==> config.mk <==
export PLATFORM = sky130hd
export DESIGN_NAME = flow_sensor_frame_parser_unit
export DESIGN_NICKNAME = d
export VERILOG_FILES = /design/src/hw/rtl/fsfp_pkg.sv /design/src/hw/rtl/flow_sensor_frame_parser_unit.sv
export SDC_FILE = /design/constraint.sdc
export NUM_CORES = 2
export LEC_CHECK = 0
export BUFFER_PORTS_ARGS = -buffer_cell sky130_fd_sc_hd__buf_2
export CORE_MARGIN = 4
export CORE_UTILIZATION = 45
export DETAILED_ROUTE_END_ITERATION = 7
export GPL_TIMING_DRIVEN = 0
export PLACE_DENSITY_LB_ADDON = 0.25
export SLEW_MARGIN = 20
export SYNTH_ARGS = -nofsm -noshare
export SYNTH_HDL_FRONTEND = slang
export SYNTH_SLANG_ARGS = --single-unit
==> constraint.sdc <==
create_clock -name clk_i -period 6 [get_ports clk_i]
set_clock_uncertainty 0.2 [all_clocks]
set_input_delay 0.6 -clock clk_i [delete_from_list [all_inputs] [get_ports clk_i]]
set_output_delay 0.6 -clock clk_i [all_outputs]
set_load 0.005 [all_outputs]
==> src/hw/rtl/fsfp_pkg.sv <==
package fsfp_pkg;

  // Altitude history ring
  localparam int unsigned HISTORY_DEPTH = 16;
  localparam int unsigned HIST_AW       = $clog2(HISTORY_DEPTH);

  // Result queue
  localparam int unsigned FIFO_DEPTH = 4;
  localparam int unsigned FIFO_AW    = $clog2(FIFO_DEPTH);

  // Frame bytes
  localparam logic [7:0] SYNC_FIRST  = 8'hAA;
  localparam logic [7:0] SYNC_SECOND = 8'h22;
  localparam logic [7:0] TYPE_FLOW   = 8'h51;
  localparam logic [7:0] TYPE_ALT    = 8'h52;
  localparam logic [7:0] SUB_PRIMARY = 8'h00;
  localparam logic [7:0] SUB_SECOND  = 8'h01;

  // Flow frame checks
  localparam logic [7:0] FLOW_MIN_LEN = 8'd15;
  localparam logic [7:0] SUM_LAST_OFF = 8'd15;
  localparam logic [7:0] QUALITY_OFF  = 8'd14;
  localparam int unsigned PAY_KEEP    = 10;

  // Elapsed seconds: ms >= 256000 caps at 255, else (ms >> 3) / 125
  localparam logic [31:0] SEC_CAP_MS  = 32'd256000;
  localparam logic [15:0] RECIP125    = 16'd33555;
  localparam int unsigned RECIP_SHIFT = 22;
  localparam logic [7:0]  SEC_MAX     = 8'd255;

  // Result status codes
  localparam logic [2:0] STAT_FLOW    = 3'd0;
  localparam logic [2:0] STAT_ALT     = 3'd1;
  localparam logic [2:0] STAT_ALT2    = 3'd2;
  localparam logic [2:0] STAT_CSUM    = 3'd3;
  localparam logic [2:0] STAT_SUBTYPE = 3'd4;

  typedef struct packed {
    logic [7:0]  data_byte;
    logic [31:0] now_ms;
  } fsfp_in_t;

  typedef struct packed {
    logic [2:0]         status;
    logic signed [15:0] dx;
    logic signed [15:0] dy;
    logic signed [15:0] dx_fixed;
    logic signed [15:0] dy_fixed;
    logic [7:0]         quality;
    logic signed [31:0] dist_sum_x;
    logic signed [31:0] dist_sum_y;
    logic [15:0]        altitude;
    logic [15:0]        altitude_change;
    logic [15:0]        altitude_second;
  } fsfp_out_t;

endpackage

==> src/hw/rtl/flow_sensor_frame_parser_unit.sv <==
// Flow sensor frame parser.
// Input channel (in_valid_i / in_stall_o / in_data_i): one received byte per beat with
// its millisecond timestamp. The parser hunts for 0xAA 0x22 <free> <type> <len> frames,
// checks flow frames against their closing byte and tracks altitude frames.
// Output channel (out_valid_o / out_stall_i / out_data_o): one result beat per closing
// byte of a flow or altitude frame; every other byte gives no beat.
// Throughput: one byte per cycle unless stalled. Frames are at least six bytes long, so
// the result path never limits the input rate while the receiver keeps up.
// A result passes the stages s1 (record, elapsed time), s2 (elapsed-seconds multiply)
// and s3 (distance multiply-accumulate), then the queue, before it shows on the output.
// The altitude history sits in a synchronous RAM; the entry that the next primary
// altitude frame compares against is read ahead every cycle.
// When the receiver stalls, results wait in a four-entry queue; the input stalls once
// the queue plus the results still in the pipeline fill it.
// Reset clears the parser state, the distance sums, the last timestamp, the history
// index and the valid bits of the history (entries never written read as zero).
module flow_sensor_frame_parser_unit
  import fsfp_pkg::*;
(
  input  logic      clk_i,
  input  logic      rst_ni,
  input  logic      in_valid_i,
  output logic      in_stall_o,
  input  fsfp_in_t  in_data_i,
  output logic      out_valid_o,
  input  logic      out_stall_i,
  output fsfp_out_t out_data_o
);

  localparam logic [2:0] ST_HUNT      = 3'd0;
  localparam logic [2:0] ST_SYNC2     = 3'd1;
  localparam logic [2:0] ST_FREE      = 3'd2;
  localparam logic [2:0] ST_TYPE      = 3'd3;
  localparam logic [2:0] ST_FLOW_LEN  = 3'd4;
  localparam logic [2:0] ST_ALT_LEN   = 3'd5;
  localparam logic [2:0] ST_FLOW_BODY = 3'd6;
  localparam logic [2:0] ST_ALT_BODY  = 3'd7;

  // Parser state
  logic [2:0] state_q, state_d;
  logic [7:0] off_q, off_d;
  logic [7:0] len_q, len_d;
  logic [7:0] sum_q, sum_d;
  logic [7:0] pay_q [PAY_KEEP];
  logic [7:0] pay_d [PAY_KEEP];
  logic [7:0] qual_q, qual_d;
  logic       fin_flow, fin_alt;

  logic       in_acc;
  logic [7:0] b;
  assign in_acc = in_valid_i && !in_stall_o;
  assign b      = in_data_i.data_byte;

  always_comb begin
    state_d  = state_q;
    off_d    = off_q;
    len_d    = len_q;
    sum_d    = sum_q;
    pay_d    = pay_q;
    qual_d   = qual_q;
    fin_flow = 1'b0;
    fin_alt  = 1'b0;
    case (state_q)
      ST_HUNT: begin
        if (b == SYNC_FIRST) begin
          sum_d   = b;
          state_d = ST_SYNC2;
        end
      end
      ST_SYNC2: begin
        sum_d   = sum_q + b;
        state_d = (b == SYNC_SECOND) ? ST_FREE : ST_HUNT;
      end
      ST_FREE: begin
        sum_d   = sum_q + b;
        state_d = ST_TYPE;
      end
      ST_TYPE: begin
        sum_d = sum_q + b;
        if (b == TYPE_FLOW) begin
          state_d = ST_FLOW_LEN;
        end else if (b == TYPE_ALT) begin
          state_d = ST_ALT_LEN;
        end else begin
          state_d = ST_HUNT;
        end
      end
      ST_FLOW_LEN, ST_ALT_LEN: begin
        sum_d  = sum_q + b;
        len_d  = b;
        off_d  = '0;
        qual_d = '0;
        for (int i = 0; i < PAY_KEEP; i++) begin
          pay_d[i] = '0;
        end
        state_d = (state_q == ST_FLOW_LEN) ? ST_FLOW_BODY : ST_ALT_BODY;
      end
      ST_FLOW_BODY: begin
        if (off_q == len_q) begin
          fin_flow = 1'b1;
          state_d  = ST_HUNT;
        end else begin
          for (int i = 0; i < PAY_KEEP; i++) begin
            if (off_q == 8'(i)) pay_d[i] = b;
          end
          if (off_q == QUALITY_OFF) qual_d = b;
          if (off_q < SUM_LAST_OFF) sum_d = sum_q + b;
          off_d = off_q + 8'd1;
        end
      end
      ST_ALT_BODY: begin
        // the closing byte still lands in the payload
        for (int i = 0; i < PAY_KEEP; i++) begin
          if (off_q == 8'(i)) pay_d[i] = b;
        end
        if (off_q == len_q) begin
          fin_alt = 1'b1;
          state_d = ST_HUNT;
        end else begin
          off_d = off_q + 8'd1;
        end
      end
      default: begin
        state_d = ST_HUNT;
      end
    endcase
  end

  always_ff @(posedge clk_i or negedge rst_ni) begin
    if (!rst_ni) begin
      state_q <= ST_HUNT;
      off_q   <= '0;
      len_q   <= '0;
      sum_q   <= '0;
    end else if (in_acc) begin
      state_q <= state_d;
      off_q   <= off_d;
      len_q   <= len_d;
      sum_q   <= sum_d;
    end
  end

  always_ff @(posedge clk_i) begin
    if (in_acc) begin
      pay_q  <= pay_d;
      qual_q <= qual_d;
    end
  end

  // Altitude history RAM with the next-to-overwrite entry read ahead
  logic [15:0]              hist_mem [HISTORY_DEPTH];
  logic [HISTORY_DEPTH-1:0] hist_vld_q;
  logic [HIST_AW-1:0]       idx_q, idx_inc;
  logic [15:0]              hist_rd_q;
  logic                     hist_rdv_q;
  logic                     hist_we;
  logic [15:0]              alt_new, alt_old, alt_chg;
  logic [7:0]               alt_sub;

  assign idx_inc = (idx_q == HIST_AW'(HISTORY_DEPTH - 1)) ? '0 : idx_q + HIST_AW'(1);
  assign alt_sub = pay_d[0];
  assign alt_new = {pay_d[1], pay_d[2]};
  assign alt_old = hist_rdv_q ? hist_rd_q : '0;
  assign alt_chg = (alt_new >= alt_old) ? alt_new - alt_old : alt_old - alt_new;
  assign hist_we = in_acc && fin_alt && (alt_sub == SUB_PRIMARY);

  always_ff @(posedge clk_i) begin
    if (hist_we) hist_mem[idx_q] <= alt_new;
    hist_rd_q <= hist_mem[idx_inc];
  end

  always_ff @(posedge clk_i or negedge rst_ni) begin
    if (!rst_ni) begin
      hist_vld_q <= '0;
      hist_rdv_q <= 1'b0;
      idx_q      <= '0;
    end else begin
      hist_rdv_q <= hist_vld_q[idx_inc];
      if (hist_we) begin
        hist_vld_q[idx_q] <= 1'b1;
        idx_q             <= idx_inc;
      end
    end
  end

  // Frame close: build the result and the elapsed time
  logic [31:0] last_q;
  logic [31:0] diff_ms;
  logic        flow_good;
  fsfp_out_t   rec_d;

  assign diff_ms   = in_data_i.now_ms - last_q;
  assign flow_good = (len_q >= FLOW_MIN_LEN) && (sum_q == b);

  always_comb begin
    rec_d = '0;
    if (fin_flow) begin
      if (flow_good) begin
        rec_d.status   = STAT_FLOW;
        rec_d.dx       = {pay_q[2], pay_q[3]};
        rec_d.dy       = {pay_q[4], pay_q[5]};
        rec_d.dx_fixed = {pay_q[6], pay_q[7]};
        rec_d.dy_fixed = {pay_q[8], pay_q[9]};
        rec_d.quality  = qual_q;
      end else begin
        rec_d.status = STAT_CSUM;
      end
    end else if (fin_alt) begin
      if (alt_sub == SUB_PRIMARY) begin
        rec_d.status          = STAT_ALT;
        rec_d.altitude        = alt_new;
        rec_d.altitude_change = alt_chg;
      end else if (alt_sub == SUB_SECOND) begin
        rec_d.status          = STAT_ALT2;
        rec_d.altitude_second = alt_new;
      end else begin
        rec_d.status = STAT_SUBTYPE;
      end
    end
  end

  always_ff @(posedge clk_i or negedge rst_ni) begin
    if (!rst_ni) begin
      last_q <= '0;
    end else if (in_acc && fin_flow && flow_good) begin
      last_q <= in_data_i.now_ms;
    end
  end

  // Result pipeline: seconds, then products, then accumulate
  logic               s1v_q, s2v_q, s3v_q;
  fsfp_out_t          s1_q, s2_q, s3_q;
  logic [14:0]        ms8_q;
  logic               sat_q;
  logic [30:0]        qprod;
  logic [7:0]         secs_d, secs_q;
  logic signed [24:0] px_d, py_d, px_q, py_q;

  assign qprod  = ms8_q * RECIP125;
  assign secs_d = sat_q ? SEC_MAX : qprod[RECIP_SHIFT +: 8];
  assign px_d   = $signed({1'b0, secs_q}) * s2_q.dx_fixed;
  assign py_d   = $signed({1'b0, secs_q}) * s2_q.dy_fixed;

  always_ff @(posedge clk_i or negedge rst_ni) begin
    if (!rst_ni) begin
      s1v_q <= 1'b0;
      s2v_q <= 1'b0;
      s3v_q <= 1'b0;
    end else begin
      s1v_q <= in_acc && (fin_flow || fin_alt);
      s2v_q <= s1v_q;
      s3v_q <= s2v_q;
    end
  end

  always_ff @(posedge clk_i) begin
    s1_q   <= rec_d;
    ms8_q  <= diff_ms[17:3];
    sat_q  <= diff_ms >= SEC_CAP_MS;
    s2_q   <= s1_q;
    secs_q <= secs_d;
    s3_q   <= s2_q;
    px_q   <= px_d;
    py_q   <= py_d;
  end

  logic [31:0] acc_x_q, acc_y_q;
  logic [31:0] acc_x_new, acc_y_new;
  logic        push, pop, is_flow;
  fsfp_out_t   push_data;

  assign acc_x_new = acc_x_q + {{7{px_q[24]}}, px_q};
  assign acc_y_new = acc_y_q + {{7{py_q[24]}}, py_q};
  assign push      = s3v_q;
  assign is_flow   = s3_q.status == STAT_FLOW;

  always_comb begin
    push_data = s3_q;
    if (is_flow) begin
      push_data.dist_sum_x = acc_x_new;
      push_data.dist_sum_y = acc_y_new;
    end
  end

  always_ff @(posedge clk_i or negedge rst_ni) begin
    if (!rst_ni) begin
      acc_x_q <= '0;
      acc_y_q <= '0;
    end else if (push && is_flow) begin
      acc_x_q <= acc_x_new;
      acc_y_q <= acc_y_new;
    end
  end

  // Result queue
  fsfp_out_t          fifo_q [FIFO_DEPTH];
  logic [FIFO_AW-1:0] wr_ptr_q, rd_ptr_q;
  logic [FIFO_AW:0]   cnt_q, occ;

  assign out_valid_o = cnt_q != '0;
  assign out_data_o  = fifo_q[rd_ptr_q];
  assign pop         = out_valid_o && !out_stall_i;
  assign occ         = cnt_q + (FIFO_AW + 1)'(s1v_q) + (FIFO_AW + 1)'(s2v_q)
                     + (FIFO_AW + 1)'(s3v_q);
  // stall while every queue slot is spoken for
  assign in_stall_o  = occ >= (FIFO_AW + 1)'(FIFO_DEPTH);

  always_ff @(posedge clk_i) begin
    if (push) fifo_q[wr_ptr_q] <= push_data;
  end

  always_ff @(posedge clk_i or negedge rst_ni) begin
    if (!rst_ni) begin
      wr_ptr_q <= '0;
      rd_ptr_q <= '0;
      cnt_q    <= '0;
    end else begin
      if (push) wr_ptr_q <= wr_ptr_q + FIFO_AW'(1);
      if (pop)  rd_ptr_q <= rd_ptr_q + FIFO_AW'(1);
      if (push && !pop) begin
        cnt_q <= cnt_q + (FIFO_AW + 1)'(1);
      end else if (pop && !push) begin
        cnt_q <= cnt_q - (FIFO_AW + 1)'(1);
      end
    end
  end

  a_no_overflow : assert property (@(posedge clk_i) disable iff (!rst_ni)
    push && !pop |-> cnt_q < (FIFO_AW + 1)'(FIFO_DEPTH))
    else $error("result queue overflow");

  a_occ_bound : assert property (@(posedge clk_i) disable iff (!rst_ni)
    occ <= (FIFO_AW + 1)'(FIFO_DEPTH))
    else $error("results in flight exceed queue depth");

  a_sparse_results : assert property (@(posedge clk_i) disable iff (!rst_ni)
    s1v_q |=> !s1v_q)
    else $error("frame closed on consecutive beats");

  a_hist_gap : assert property (@(posedge clk_i) disable iff (!rst_ni)
    hist_we |=> !hist_we)
    else $error("history written on consecutive cycles");

endmodule
Word level (Yosys, flattened, before mapping)
Memories as Yosys holds them, arrays and structs flattened. A register that Yosys moved wholly into a read port is not among the register bits.
Index checks and enable logic that the tools add are counted.

word-level totals
  flip-flop bits (word level) = 685
  RAM bits = 1004
  bits of input ports = 44
  output and inout port bits = 189
  word-level logic and storage cells = 211
  memories = 2

operators by class
  $add $sub $neg = 15
  $mul = 3
  magnitude comparators = 8
  equality and inequality tests = 31
  muxes and demuxes = 50
  bitwise gates (word level) = 4
  reduce and logical (&&, ||, !) cells = 39

memory list
  memory    words  width  read ports  clocked after memory_dff  wr ports  RTL line                              source
  fifo_q    4      187    1           0                         1         flow_sensor_frame_parser_unit.sv:296  fsfp_out_t fifo_q [FIFO_DEPTH];
  hist_mem  16     16     1           1                         1         flow_sensor_frame_parser_unit.sv:151  logic [15:0] hist_mem [HISTORY_DEPTH];

operator list
  cell                    count
  $pmux 80 s3             1
  $mux 8                  16
  $mux 80                 1
  $add 32x32->32          2
  $mux 64                 1
  $mul 9x16->25           2
  $eq 8x3->1 const B      4
  $ge 32x18->1 const B    1
  $mux 16                 2
  $pmux 8 s2              2
  $sub 16x16->16          2
  $sub 32x32->32          1
  $mul 15x16->30 const B  1
  $mux 3                  10
  $eq 8x4->1 const B      3
  $pmux 8 s3              1
  $pmux 3 s6              1
  $eq 8x1->1 const B      2
  $eq 8x2->1 const B      2
  $eq 8x7->1 const B      2
  $eq 8x8->1              2
  $ge 16x16->1            1
  $logic_not 8->1         2
  $or 16x16->16           1
  other kinds (40)        87

Longest topological paths before layout
  depth in word-level cells = 10
  depth in mapped cells = 23
  depth with buffers taken out = 22

Least setup slack after synthesis
Ideal clock, no wire load.

  kind = register -> register
  from = register s3v_q, in the netlist push
  to = memory fifo_q[1][0] (netlist name) (enable)
  library setup time = 570 ps
  arrival = 4877 ps
  required time = 5230 ps
  setup slack = 353 ps
  cell stages (with the launch flop) = 3
  buffers on the path = 1
  period minus slack after synthesis = 5647 ps
  cells stage by stage = dfrtp_1 > clkbuf_1 > and2_1

between the ends
  cells in the longest elaborated chain, start to end = 2

ends and longest elaborated chain
  what                          RTL line                              source
  from (decl)                   flow_sensor_frame_parser_unit.sv:231  logic s1v_q, s2v_q, s3v_q;
  from (signal assigned)        flow_sensor_frame_parser_unit.sv:252  s3v_q <= s2v_q;
  $mux 1                        flow_sensor_frame_parser_unit.sv:309  if (push) fifo_q[wr_ptr_q] <= push_data;
  $mux 1 (implied by the code)  flow_sensor_frame_parser_unit.sv:309
  to (decl)                     flow_sensor_frame_parser_unit.sv:296

No other way between the ends.

Final worst setup path
  from = register ms8_q[13]
  to = register secs_q[7]

between the ends
  cells in the longest elaborated chain, start to end = 1

ends and longest elaborated chain
  what                    RTL line                              source
  from (decl)             flow_sensor_frame_parser_unit.sv:233  logic [14:0] ms8_q;
  from (signal assigned)  flow_sensor_frame_parser_unit.sv:258  ms8_q <= diff_ms[17:3];
  $mul 15x16->30          flow_sensor_frame_parser_unit.sv:239  assign qprod = ms8_q * RECIP125;
  to (signal assigned)    flow_sensor_frame_parser_unit.sv:261  secs_q <= secs_d;
  to (decl)               flow_sensor_frame_parser_unit.sv:236  logic [7:0] secs_d, secs_q;

No other way between the ends.
A chain may end at the register's enable or synchronous reset.

==> run_results.csv <==
group,metric,value,unit
sta,slew_headroom,28.6,%
layout,nets,6335,
worst_setup_path,startpoint,"ms8_q[13]",
clocking,clk_pin_slew_worst_paths,60,ps
die,die_w,416,um
die,start_util,45.4,%
yosys,synth_ff_type,"edfxtp_1",
pwr,p_seq_share,44.9,%
die,fp.coreArea,165000,um^2
job,maxCapViolCount,0,
worst_setup_path,reg2reg_from,"ms8_q[13]",
status,status,"finished, final reports clean",
min_path,holdCritStartpoint,"in_data_i[33]",
detailed_routing,met1_length,72.0,mm
clocking,numCtsBuffers,174,
detailed_routing,drc,0,
yosys,synth_top_area_share,43.7,%
layout,area_growth,15.4,%
yosys,postSynthCellCount,5193,
grt,grt_first_pass_wirelength,260,mm
worst_setup_path,cp.arrival,6270,ps
sta,slew_violations,0,
yosys,synth-simple-area-share,7.13,%
pwr,p_clk_share,38.9,%
sta,final.min_clock_period,5790,ps
yosys,synth_compound_area_share,5.16,%
place,gp_congestion,0.868,
yosys,ys_ff_latch,1705,
detailed_routing,highest_layer,"met5",
clocking,clock_path_buffers,3,
worst_setup_path,required,6480,ps
detailed_routing,via_count,42000,
grt,grt_usage,19.5,%
grt,grt-ovfl-total,0,
yosys,synthTopCellsByArea,"edfxtp_1, dfxtp_1, mux4_2, fa_1, ha_1",
sta,final.setup.tns,0,ps
detailed_routing,drt_iter0_drc,2813,
pwr,intPower,0.0209,W
pwr,p_sw_share,25.7,%
worst_setup_path,endpoint_kind,"register",
grt,antenna_found_initial,7,
min_path,min_path_type,"primary input to register",
sta,worst_slew_pin_slew,1060,ps
yosys,synth_top_family_by_area,"adder cells",
sta,hold_viol_final,0,
detailed_routing,first_pass_iters,6,
worst_setup_path,worstSetupPathType,"register to register",
clocking,cts_tree,"built",
worst_setup_path,start_kind,"register",
yosys,yosysSeqAreaShare,61.0,%
yosys,synth_mux_area_share,8.95,%
yosys,avgSynthCellArea,14.5,um^2
die,row_count,149,
detailed_routing,met2_length,82.4,mm
layout,drive_gt1_share,16.7,%
pwr,switchingPower,0.00723,W
yosys,synthTopCellsByCount,"edfxtp_1, inv_1, dfxtp_1",
yosys,ys_types,79,
pwr,leakagePower,34.9,nW
layout,fin_util,52.4,%
place,portBuffers,231,
clocking,clkSinkCount,1705,
grt,grt_pass1_vias,43600,
detailed_routing,viasPerCell,5.23,
place,hpwl,117,mm
worst_setup_path,crit_fanout,5,
pwr,p_per_area,325,nW/um^2
detailed_routing,routed_wl,169,mm
detailed_routing,ant_nets,0,
clocking,clkLatencyLatePin,800,ps
yosys,synth_fp_nets,5840,
sta,clock.fmax,173,MHz
grt,grt_max_degree,82,
yosys,synth-edff-count,1092,
yosys,yosys_warnings,0,
clocking,htreeDepth,4,
detailed_routing,wire_per_inst,21.0,um
die,ios,233,
detailed_routing,wl_met3,8.17,mm
yosys,syn_area,75100,um^2
sta,setup_viol,0,
die,die_area,173000,um^2
yosys,synthAdderAreaFrac,12.5,%
die,die-height,416,um
yosys,synth-xor-area-share,1.88,%
pwr,combPwrFrac,16.2,%
yosys,synth_most_common_cell,"edfxtp_1",
yosys,netlist.top_cell.by_area,"edfxtp_1",
pwr,max-vdd-ir-drop,0.296,mV
sta,finalCritPeriodShare,96.5,%
clocking,cts_root_buf,"clkbuf_16",
yosys,async_reset_ff_share,9.03,%
[per-layer routing]
layer  global-route usage (%)  vias up
met2                     32.6      942
li1                         -    19600
met1                     25.7    21300
met3                     3.57      250
met5                        0        -
met4                     7.21        2
[state kept, by name, indices dropped and copies added (netlist names), 8 cells and up]
register	flops
py_q	25
s2_q	123
hist_mem	256
off_q	8
ms8_q	15
fifo_q	748
hist_rd_q	16
pay_q	80
secs_q	8
last_q	32
s1_q	123
sum_q	8
px_q	25
hist_vld_q	16
qual_q	8
acc_y_q	32
acc_x_q	32
len_q	8
push_data	123
[worst paths after layout]
| kind | end | slack (ps) | cells past startpoint |
|---|---|---|---|
| max | secs_q[7] | 210 | 22 |
| min | pay_q[73] | 110 | 2 |
| max reg2reg | secs_q[7] | 210 | 22 |
| min reg2reg | push_data[176] | 120 | 0 |
| max in group asynchronous | acc_x_q[9] | 4440 | 3 |
| min in group asynchronous | hist_vld_q[14] | 170 | 2 |
[power by group through the flow]
| stage | combinational (W) | clock, W | sequential, W |
|---|---|---|---|
| final | 0.00457 | 0.0109 | 0.0126 |
| after global routing | 0.00502 | 0.0117 | 0.0126 |
| after CTS | 0.00465 | 0.0112 | 0.0126 |
| after floorplan | 0.00272 | 0 | 0.0129 |
| after detailed placement | 0.00453 | 0 | 0.0129 |
| after global placement | 0.00449 | 0 | 0.0129 |
[logic make-up (layout without fill, tap and decap cells)]
kind of cell,after synthesis,in the layout
compound gates,618,618
xor+xnor,161,161
fa+ha+maj,603,603
buf+inv,664,1313
flops,1705,1705
mux,331,331
other cells,0,6
simple gates,1111,1111
[metrics by stage]
stage	instance area, um^2	cells	power (W)	setup WS (ps)	hold slack [ps]
3_5_place_dp	79700	7636	0.0174	-1160	112
2_1_floorplan	75100	5193	0.0156	353	104
4_1_cts	86300	8013	0.0285	10.9	24.7
6_report	86600	8037	0.0281	211	106
5_1_grt	86600	8032	0.0294	-12.9	44.5
3_3_place_gp	79000	7613	0.0174	-3720	110
[final cells by class]
| class | instances | area (um^2) |
|---|---|---|
| fillers | 13600 | 78700 |
| flip-flops and latches | 1705 | 45800 |
| multi-input cells | 2824 | 27200 |
| clock buffers | 253 | 5070 |
| well taps | 2189 | 2740 |
| repair buffers | 319 | 2320 |
| inverters | 494 | 1870 |
| clock inverters | 77 | 878 |
| plain buffers | 170 | 699 |
| diodes | 6 | 15.0 |
[worst max-delay path: stages (launching register included)]
cell      delay [ps]
dfxtp_4          370
inv_2             50
ha_4             260
inv_2             40
fa_1             480
inv_1             50
fa_2             510
inv_1             50
fa_2             450
fa_2             390
ha_1             340
ha_4             250
a21o_1           140
a21o_1           170
a211o_1          250
a21o_1           190
a221oi_4         350
o31ai_4          100
a41oi_2          160
nand2b_1         110
a21o_1           200
a21oi_2          190
mux2i_4          360
[what timing repair did]
action                     4_1_cts  5_1_grt
pin swaps                        8       16
gates resized for setup         49       48
hold buffers                    35        0
cloned                           0        0
setup buffers                   12       18
setup endpoints to repair       23       21
hold endpoints to repair       123        0
[cell usage in the layout (no fill, tap or decap), types with 19 or more instances in the layout]
cell           Yosys  final
buf_2              6    239
clkbuf_16          0    181
nand3_1           60     60
clkbuf_8           0     27
and2_1           230    226
edfxtp_1        1092   1092
nand2b_1          39     39
dlygate4sd3_1      0     35
dfrtp_1          154    154
buf_1             35     30
clkbuf_1         129    152
or3_1             25     25
and3_1            19     19
nor2b_1           25     25
fa_1             246    243
xor2_1            78     78
buf_4              0     31
a21oi_1          182    181
xnor2_1           83     83
mux4_2           270    270
o21bai_1          30     30
mux2_2            22     22
clkbuf_2           0     19
ha_1             357    353
nor2_1           234    217
inv_1            494    489
nor3_1            57     52
dfxtp_1          459    451
o21a_1            26     26
clkinv_2           0     32
mux2i_1           36     35
nand2_1          370    368
a21o_1            57     57
o21ai_0          172    171
(Power assumes the default switching activity.)
